### config.mk
export PLATFORM = sky130hd
export DESIGN_NAME = actr_queue
export DESIGN_NICKNAME = d
export VERILOG_FILES = /design/src/design/actr_pkg.sv /design/src/design/actr_queue.sv
export SDC_FILE = /design/constraint.sdc
export NUM_CORES = 1
export LEC_CHECK = 0
export ABC_CLOCK_PERIOD_IN_PS = 1200
export BUFFER_PORTS_ARGS = -buffer_cell sky130_fd_sc_hd__buf_2
export CAP_MARGIN = 20
export CORE_MARGIN = 2
export CORE_UTILIZATION = 48
export CTS_CLUSTER_DIAMETER = 40
export CTS_CLUSTER_SIZE = 10
export DETAILED_ROUTE_END_ITERATION = 12
export GPL_ROUTABILITY_DRIVEN = 0
export PLACE_DENSITY_LB_ADDON = 0.05
export SYNTH_ARGS = -nofsm -noshare
export SYNTH_HDL_FRONTEND = slang
export SYNTH_SLANG_ARGS = --single-unit
### constraint.sdc
create_clock -name clock -period 1.2 [get_ports clock]
set_input_delay 0.24 -clock clock [delete_from_list [all_inputs] [get_ports clock]]
set_output_delay 0.24 -clock clock [all_outputs]
set_load 0.01 [all_outputs]
### src/design/actr_pkg.sv
// ----------------------------------------------------------------------------
// actr_pkg: shared types and AES helpers
// Request/response payloads, queue entry, S-box and round functions.
// ----------------------------------------------------------------------------
`default_nettype none
package actr_pkg;

   localparam int unsigned COUNT_WIDTH = 7;
   localparam int unsigned DATA_WIDTH  = 64;
   localparam int unsigned VB_WIDTH    = 4;
   localparam int unsigned CSR_INDEX_WIDTH = 1;
   localparam logic [CSR_INDEX_WIDTH-1:0] CSR_SEED_LOW  = 1'b0;
   localparam logic [CSR_INDEX_WIDTH-1:0] CSR_SEED_HIGH = 1'b1;

   typedef enum logic {
      ACTION_DRAW    = 1'b0,
      ACTION_RESTART = 1'b1
   } action_type;

   typedef struct packed {
      logic                   action;
      logic [COUNT_WIDTH-1:0] byte_count;
   } req_type;

   typedef struct packed {
      logic [DATA_WIDTH-1:0] data;
      logic [VB_WIDTH-1:0]   valid_bytes;
      logic                  last;
   } rsp_type;

   // Classified command passed from front to back.
   typedef struct packed {
      logic                   restart;
      logic [COUNT_WIDTH-1:0] count;   // 0 means acknowledge only
   } cmd_type;

   typedef enum logic [2:0] {
      ST_KEY,      // expanding round keys
      ST_ENC,      // running cipher rounds
      ST_IDLE,     // waiting for a command
      ST_EMIT      // producing result words
   } back_state_type;

   function automatic logic [7:0] sbox(input logic [7:0] x);
      logic [7:0] t [256];
      t = '{
 8'h63,8'h7c,8'h77,8'h7b,8'hf2,8'h6b,8'h6f,8'hc5,8'h30,8'h01,8'h67,8'h2b,8'hfe,8'hd7,8'hab,8'h76,
 8'hca,8'h82,8'hc9,8'h7d,8'hfa,8'h59,8'h47,8'hf0,8'had,8'hd4,8'ha2,8'haf,8'h9c,8'ha4,8'h72,8'hc0,
 8'hb7,8'hfd,8'h93,8'h26,8'h36,8'h3f,8'hf7,8'hcc,8'h34,8'ha5,8'he5,8'hf1,8'h71,8'hd8,8'h31,8'h15,
 8'h04,8'hc7,8'h23,8'hc3,8'h18,8'h96,8'h05,8'h9a,8'h07,8'h12,8'h80,8'he2,8'heb,8'h27,8'hb2,8'h75,
 8'h09,8'h83,8'h2c,8'h1a,8'h1b,8'h6e,8'h5a,8'ha0,8'h52,8'h3b,8'hd6,8'hb3,8'h29,8'he3,8'h2f,8'h84,
 8'h53,8'hd1,8'h00,8'hed,8'h20,8'hfc,8'hb1,8'h5b,8'h6a,8'hcb,8'hbe,8'h39,8'h4a,8'h4c,8'h58,8'hcf,
 8'hd0,8'hef,8'haa,8'hfb,8'h43,8'h4d,8'h33,8'h85,8'h45,8'hf9,8'h02,8'h7f,8'h50,8'h3c,8'h9f,8'ha8,
 8'h51,8'ha3,8'h40,8'h8f,8'h92,8'h9d,8'h38,8'hf5,8'hbc,8'hb6,8'hda,8'h21,8'h10,8'hff,8'hf3,8'hd2,
 8'hcd,8'h0c,8'h13,8'hec,8'h5f,8'h97,8'h44,8'h17,8'hc4,8'ha7,8'h7e,8'h3d,8'h64,8'h5d,8'h19,8'h73,
 8'h60,8'h81,8'h4f,8'hdc,8'h22,8'h2a,8'h90,8'h88,8'h46,8'hee,8'hb8,8'h14,8'hde,8'h5e,8'h0b,8'hdb,
 8'he0,8'h32,8'h3a,8'h0a,8'h49,8'h06,8'h24,8'h5c,8'hc2,8'hd3,8'hac,8'h62,8'h91,8'h95,8'he4,8'h79,
 8'he7,8'hc8,8'h37,8'h6d,8'h8d,8'hd5,8'h4e,8'ha9,8'h6c,8'h56,8'hf4,8'hea,8'h65,8'h7a,8'hae,8'h08,
 8'hba,8'h78,8'h25,8'h2e,8'h1c,8'ha6,8'hb4,8'hc6,8'he8,8'hdd,8'h74,8'h1f,8'h4b,8'hbd,8'h8b,8'h8a,
 8'h70,8'h3e,8'hb5,8'h66,8'h48,8'h03,8'hf6,8'h0e,8'h61,8'h35,8'h57,8'hb9,8'h86,8'hc1,8'h1d,8'h9e,
 8'he1,8'hf8,8'h98,8'h11,8'h69,8'hd9,8'h8e,8'h94,8'h9b,8'h1e,8'h87,8'he9,8'hce,8'h55,8'h28,8'hdf,
 8'h8c,8'ha1,8'h89,8'h0d,8'hbf,8'he6,8'h42,8'h68,8'h41,8'h99,8'h2d,8'h0f,8'hb0,8'h54,8'hbb,8'h16};
      return t[x];
   endfunction

   function automatic logic [7:0] xtime(input logic [7:0] x);
      return {x[6:0], 1'b0} ^ (x[7] ? 8'h1b : 8'h00);
   endfunction

   // Byte i of the state sits in bits 8*i+7:8*i.
   function automatic logic [127:0] aes_round(input logic [127:0] s,
                                              input logic [127:0] rk,
                                              input logic         final_round);
      logic [127:0] t;
      logic [127:0] m;
      logic [7:0]   a0, a1, a2, a3, al;
      for (int c = 0; c < 4; c++) begin
         for (int r = 0; r < 4; r++) begin
            t[8*(c*4+r) +: 8] = sbox(s[8*((((c + r) % 4) * 4) + r) +: 8]);
         end
      end
      m = t;
      for (int c = 0; c < 4; c++) begin
         a0 = t[8*(c*4) +: 8];
         a1 = t[8*(c*4+1) +: 8];
         a2 = t[8*(c*4+2) +: 8];
         a3 = t[8*(c*4+3) +: 8];
         al = a0 ^ a1 ^ a2 ^ a3;
         m[8*(c*4) +: 8]   = a0 ^ al ^ xtime(a0 ^ a1);
         m[8*(c*4+1) +: 8] = a1 ^ al ^ xtime(a1 ^ a2);
         m[8*(c*4+2) +: 8] = a2 ^ al ^ xtime(a2 ^ a3);
         m[8*(c*4+3) +: 8] = a3 ^ al ^ xtime(a3 ^ a0);
      end
      return (final_round ? t : m) ^ rk;
   endfunction

   function automatic logic [127:0] next_round_key(input logic [127:0] k,
                                                   input logic [7:0]   rc);
      logic [31:0]  w0, w1, w2, w3, t;
      w0 = k[31:0];
      w1 = k[63:32];
      w2 = k[95:64];
      w3 = k[127:96];
      t = {sbox(w3[7:0]), sbox(w3[31:24]), sbox(w3[23:16]),
           sbox(w3[15:8]) ^ rc};
      w0 = w0 ^ t;
      w1 = w1 ^ w0;
      w2 = w2 ^ w1;
      w3 = w3 ^ w2;
      return {w3, w2, w1, w0};
   endfunction

   function automatic logic [7:0] rcon(input logic [3:0] i);
      logic [7:0] r;
      case (i)
         4'd1:    r = 8'h01;
         4'd2:    r = 8'h02;
         4'd3:    r = 8'h04;
         4'd4:    r = 8'h08;
         4'd5:    r = 8'h10;
         4'd6:    r = 8'h20;
         4'd7:    r = 8'h40;
         4'd8:    r = 8'h80;
         4'd9:    r = 8'h1b;
         4'd10:   r = 8'h36;
         default: r = 8'h00;
      endcase
      return r;
   endfunction

endpackage
`default_nettype wire

### src/design/actr_queue.sv
// ----------------------------------------------------------------------------
// actr_queue: command queue
// Two-entry queue that decouples intake from the cipher back end.
// ----------------------------------------------------------------------------
`default_nettype none
module actr_queue (
   input  wire                clock,
   input  wire                reset,
   input  wire                push,
   input  actr_pkg::cmd_type  push_cmd,
   output logic               full,
   output logic               not_empty,
   input  wire                pop,
   output actr_pkg::cmd_type  head
);
   actr_pkg::cmd_type slot_ff [2];
   logic       wr_ff, wr_in, rd_ff, rd_in;
   logic [1:0] cnt_ff, cnt_in;

   assign full      = (cnt_ff == 2'd2);
   assign not_empty = (cnt_ff != 2'd0);
   assign head      = slot_ff[rd_ff];

   always_comb begin
      wr_in  = wr_ff ^ push;
      rd_in  = rd_ff ^ pop;
      cnt_in = cnt_ff + {1'b0, push} - {1'b0, pop};
   end

   always_ff @(posedge clock) begin
      if (reset) begin
         wr_ff  <= 1'b0;
         rd_ff  <= 1'b0;
         cnt_ff <= 2'd0;
      end else begin
         wr_ff  <= wr_in;
         rd_ff  <= rd_in;
         cnt_ff <= cnt_in;
      end
      if (push) begin
         slot_ff[wr_ff] <= push_cmd;
      end
   end

   assert property (@(posedge clock) disable iff (reset) cnt_ff <= 2'd2)
      else $error("queue count overflow");
   assert property (@(posedge clock) disable iff (reset)
      pop |-> not_empty)
      else $error("pop from empty queue");
   assert property (@(posedge clock) disable iff (reset)
      push && !pop |=> cnt_ff == $past(cnt_ff) + 2'd1)
      else $error("queue count lost a push");
endmodule
`default_nettype wire

Word-level counts from Yosys, hierarchy flattened
Memory sizes are Yosys's and may differ from the RTL's. A register that Yosys moved wholly into a read port is not among the register bits.
Cells that the tools add are included.
{"block": "word_totals", "reg_bits": 4, "ram_bits": 16, "inputBits": 12, "out_inout_bits": 10, "mem_count": 1}
{"block": "classes", "n_addsub": 2, "eq_ne": 1, "n_mux": 3, "bitwise": 2, "reduce_logical": 1}
{"memory": "slot_ff", "depth": 2, "width": 8, "rd": 1, "rd_ports_with_merged_regs": 1, "write_ports": 1, "line_no": "actr_queue.sv:16", "rtl": "actr_pkg::cmd_type slot_ff [2];"}
{"cell": "1-bit two-way mux", "n": 3}
{"cell": "2-bit by 1-bit adder with 2-bit output", "n": 1}
{"cell": "2-bit equality test, second input constant", "n": 1}
{"cell": "2-bit nonzero test", "n": 1}
{"cell": "2-bit by 1-bit subtractor with 2-bit output", "n": 1}
{"cell": "1-bit XOR", "n": 2}

Logic depth before layout (Yosys ltp)
{"block": "logic_depth", "depth_word": 2, "ltp_mapped": 6, "mapped_depth_nobuf": 6}

Least setup slack after synthesis
No wires, ideal clock.
{"block": "synth_path", "path_type": "register to register", "start": "reg cnt_ff[0]", "end": "reg cnt_ff[1]", "setup_time_ps": 110, "arrival_time_ps": 1022, "required_time_ps": 1090, "path_slack_ps": 67, "path_stages_with_launch": 7, "n_path_buf": 0, "period_less_slack_ps": 1133, "cell_sequence": "dfxtp_1 -> inv_1 -> ha_1 -> inv_1 -> ha_1 -> xnor3_1 -> nor2_1"}
{"block": "synth_via", "elab_chain_len": 2}
{"element": "start: declaration", "line_no": "actr_queue.sv:18", "rtl": "logic [1:0] cnt_ff, cnt_in;"}
{"element": "start signal: assignment", "line_no": "actr_queue.sv:38", "rtl": "cnt_ff <= cnt_in;"}
{"element": "2-bit by 1-bit adder with 2-bit output", "line_no": "actr_queue.sv:27", "rtl": "cnt_in = cnt_ff + {1'b0, push} - {1'b0, pop};"}
{"element": "2-bit by 1-bit subtractor with 2-bit output", "line_no": "actr_queue.sv:27"}
No other way between the ends.
A chain may end at the register's enable or synchronous reset.

==> impl_metrics.ini <==
[sta]
slew_viol_final = 0
layout_setup_ws_ns = -0.2422
fmax_mhz = 693.4
skew_ns = 0.0004827
timing.final.crit_period_ns = 1.442
setup_viol = 9
finalHoldViolCount = 0
min_period_over_period = 1.202
rsz0062_at_grt = true
worstMarginPinSlew_ns = 0.4183
maxSlewHeadroom = 0.7211
whs_ns = 0.1276
setup_tns_ns = -1.895

[min_path]
hold_path_class = input pin to register

[yosys]
synth_edf_count = 16
ys_warn_count = 0
postSynthCellCount = 44
ys_ff_latch = 20
synth_common_cells = edfxtp_1, mux2_1, dfxtp_1, ha_1
syn_nets = 60
yosysUniqueCellTypes = 11
yosysMostFrequentCell = edfxtp_1
synthArstFlopShare = 0
yosys_most_used_dff = edfxtp_1
yosysTopAreaCell = edfxtp_1
postSynthAreaPerCell_um2 = 17.74
ys_seq_area_frac = 0.7179
synth.area.top_cells = edfxtp_1, mux2_1, dfxtp_1
synth_top_cell_area_share = 0.6154
syn-cell-area_um2 = 780.7

[placement]
port_buffers = 21
hpwl_um = 789.8
dp_cells = 82

[floorplanning]
ios = 22
rows = 14
die_h_um = 44.33
die_x_um = 44.33
fp.dieArea_um2 = 1965
core_area_um2 = 1524
start_util = 0.5123

[pwr]
p_per_area_nw_per_um2 = 1412
p_seq_frac = 0.551
peakVddDrop_v = 0.0009797
combPwrFrac = 0.242
swShare = 0.2362
p_leak_nw = 0.4521
internal_power_mw = 1.155
finalPower_mw = 1.512
power_switching_mw = 0.3571
p_clk_frac = 0.207

[global_routing]
grt_pass1_wl_um = 1766
grt_overflow_total = 0
grt_max_degree = 12
antenna_found_initial = 0
grt_usage = 0.1318
grt_pass1_vias = 444

[detailed_routing]
routed_wl_um = 1209
vias_per_cell = 4.966
vias = 437
drt_first_iter_violations = 9
drc = 0
antenna_left = 0
routedWlPerCell_um = 13.74
drt_first_pass_iters = 4

[layout]
multi_input_area_um2 = 256.5
synthToLayoutAreaGrowth_pct = 37.18
fillers = 107
antennaDiodeCount = 0
final_cells = 88
regArea_um2 = 564.3
fin_nets = 89
layout-drive-gt1-share = 0.5972

[critical_path]
cp_max_fo = 5
criticalPathCategory = register to output port
reg2reg_depth = 6
cp-endpoint = head[4]
cp-start-kind = register
worstPathArrival_ns = 1.20
crit_start = rd_ff
reg2reg_to = cnt_ff[1]
worstPathRequired_ns = 0.96
rrSetupSlack_ns = 0.02
crit_path_end_kind = output port
worstReg2RegStart = cnt_ff[0]

[clock_network]
clock_latency_ns = 0.29
cts_max_level = 1
cts_num_sinks = 20
clk_path_buf_depth = 2
cts_tree = yes
root_buffer = clkbuf_4
numCtsBuffers = 3
clk_pin_slew_worst_paths_ns = 0.10

[flow_run]
maxCapViolCount = 0

[run_status]
outcome = complete, but fails checks
violations = negative setup slack
## power groups by stage
stage	logic, mW	registers, mW	clock network (mW)
final	0.366	0.833	0.313
after global routing	0.394	0.838	0.349
after CTS	0.344	0.833	0.324
after detailed placement	0.248	0.845	0
after global placement	0.244	0.841	0
after floorplan	0.157	0.838	0
## cell families after synthesis
kind of cell / Yosys count / synth area share
fa+ha+maj: 4 / 0.06411
buf+inv: 4 / 0.02404
mux: 8 / 0.1154
simple gates: 6 / 0.03846
xor+xnor: 2 / 0.04006
flops: 20 / 0.7180
## layout make-up
| cell class | instances | area share |
|---|---|---|
| Sequential cell | 20 | 0.5269 |
| Multi-Input combinational cell | 20 | 0.2395 |
| Timing Repair Buffer | 25 | 0.1799 |
| Clock buffer | 3 | 0.02103 |
| Tap cell | 16 | 0.01869 |
| Inverter | 3 | 0.01051 |
| Clock inverter | 1 | 0.003505 |
## registers in the layout (all words and copies together) (netlist names)
register and flops:
wr_ff 1, slot_ff 16, rd_ff 1, cnt_ff 2
## per-layer routing
| metal | up-vias | global-route usage | share of wire |
|---|---|---|---|
| li1 | 213 | - | - |
| met1 | 209 | 0.1440 | 0.42 |
| met2 | 13 | 0.2235 | 0.52 |
| met3 | 2 | 0.04490 | 0.047 |
| met4 | 0 | 0.07273 | 0.011 |
| met5 | - | 0 | 0 |
## metrics by stage
step | utilization | instance area, um2 | setup slack (ns)
after floorplan | - | 780.7 | 0.06748
after global placement | 0.5993 | 913.4 | 0.03273
after detailed placement | 0.5993 | 913.4 | 0.01180
after CTS | 0.6864 | 1046 | -0.2625
after global routing | 0.7028 | 1071 | -0.2887
final | 0.7028 | 1071 | -0.2422
## layout by cell type, fill, tap and decap left out, drive strengths merged
cell type / synthesis / layout
xnor2: 1 / 1
buf: 1 / 25
mux2: 8 / 8
nor2b: 2 / 2
inv: 3 / 3
or2: 1 / 1
xnor3: 1 / 1
clkbuf: 0 / 3
nor2: 3 / 3
dfxtp: 4 / 4
edfxtp: 16 / 16
clkinv: 0 / 1
ha: 4 / 4
## critical path: stages, from the launching register on
cell	delay, ns
dfxtp_2	0.36
buf_6	0.13
mux2_4	0.30
buf_6	0.12
## repair_timing
| action | 4_1_cts | 5_1_grt |
|---|---|---|
| hold buffers | 0 | 0 |
| pin swaps | 0 | 2 |
| endpoints found under the setup margin | 10 | 11 |
| resized for setup | 21 | 5 |
| buffers inserted | 2 | 0 |
| gates cloned | 0 | 0 |
## how the worst min path moves through the flow
stage	start	end	slack (ns)	cells past startpoint
CTS	push_cmd[7]	slot_ff[0][7]	0.12	1
finish	push_cmd[1]	slot_ff[0][1]	0.13	1
floorplan	reset	wr_ff	0.31	1
global placement	push_cmd[7]	slot_ff[0][7]	0.43	1
detailed placement	push_cmd[7]	slot_ff[1][7]	0.43	1
global route	push_cmd[7]	slot_ff[1][7]	0.11	1
(Power assumes the default switching activity.)
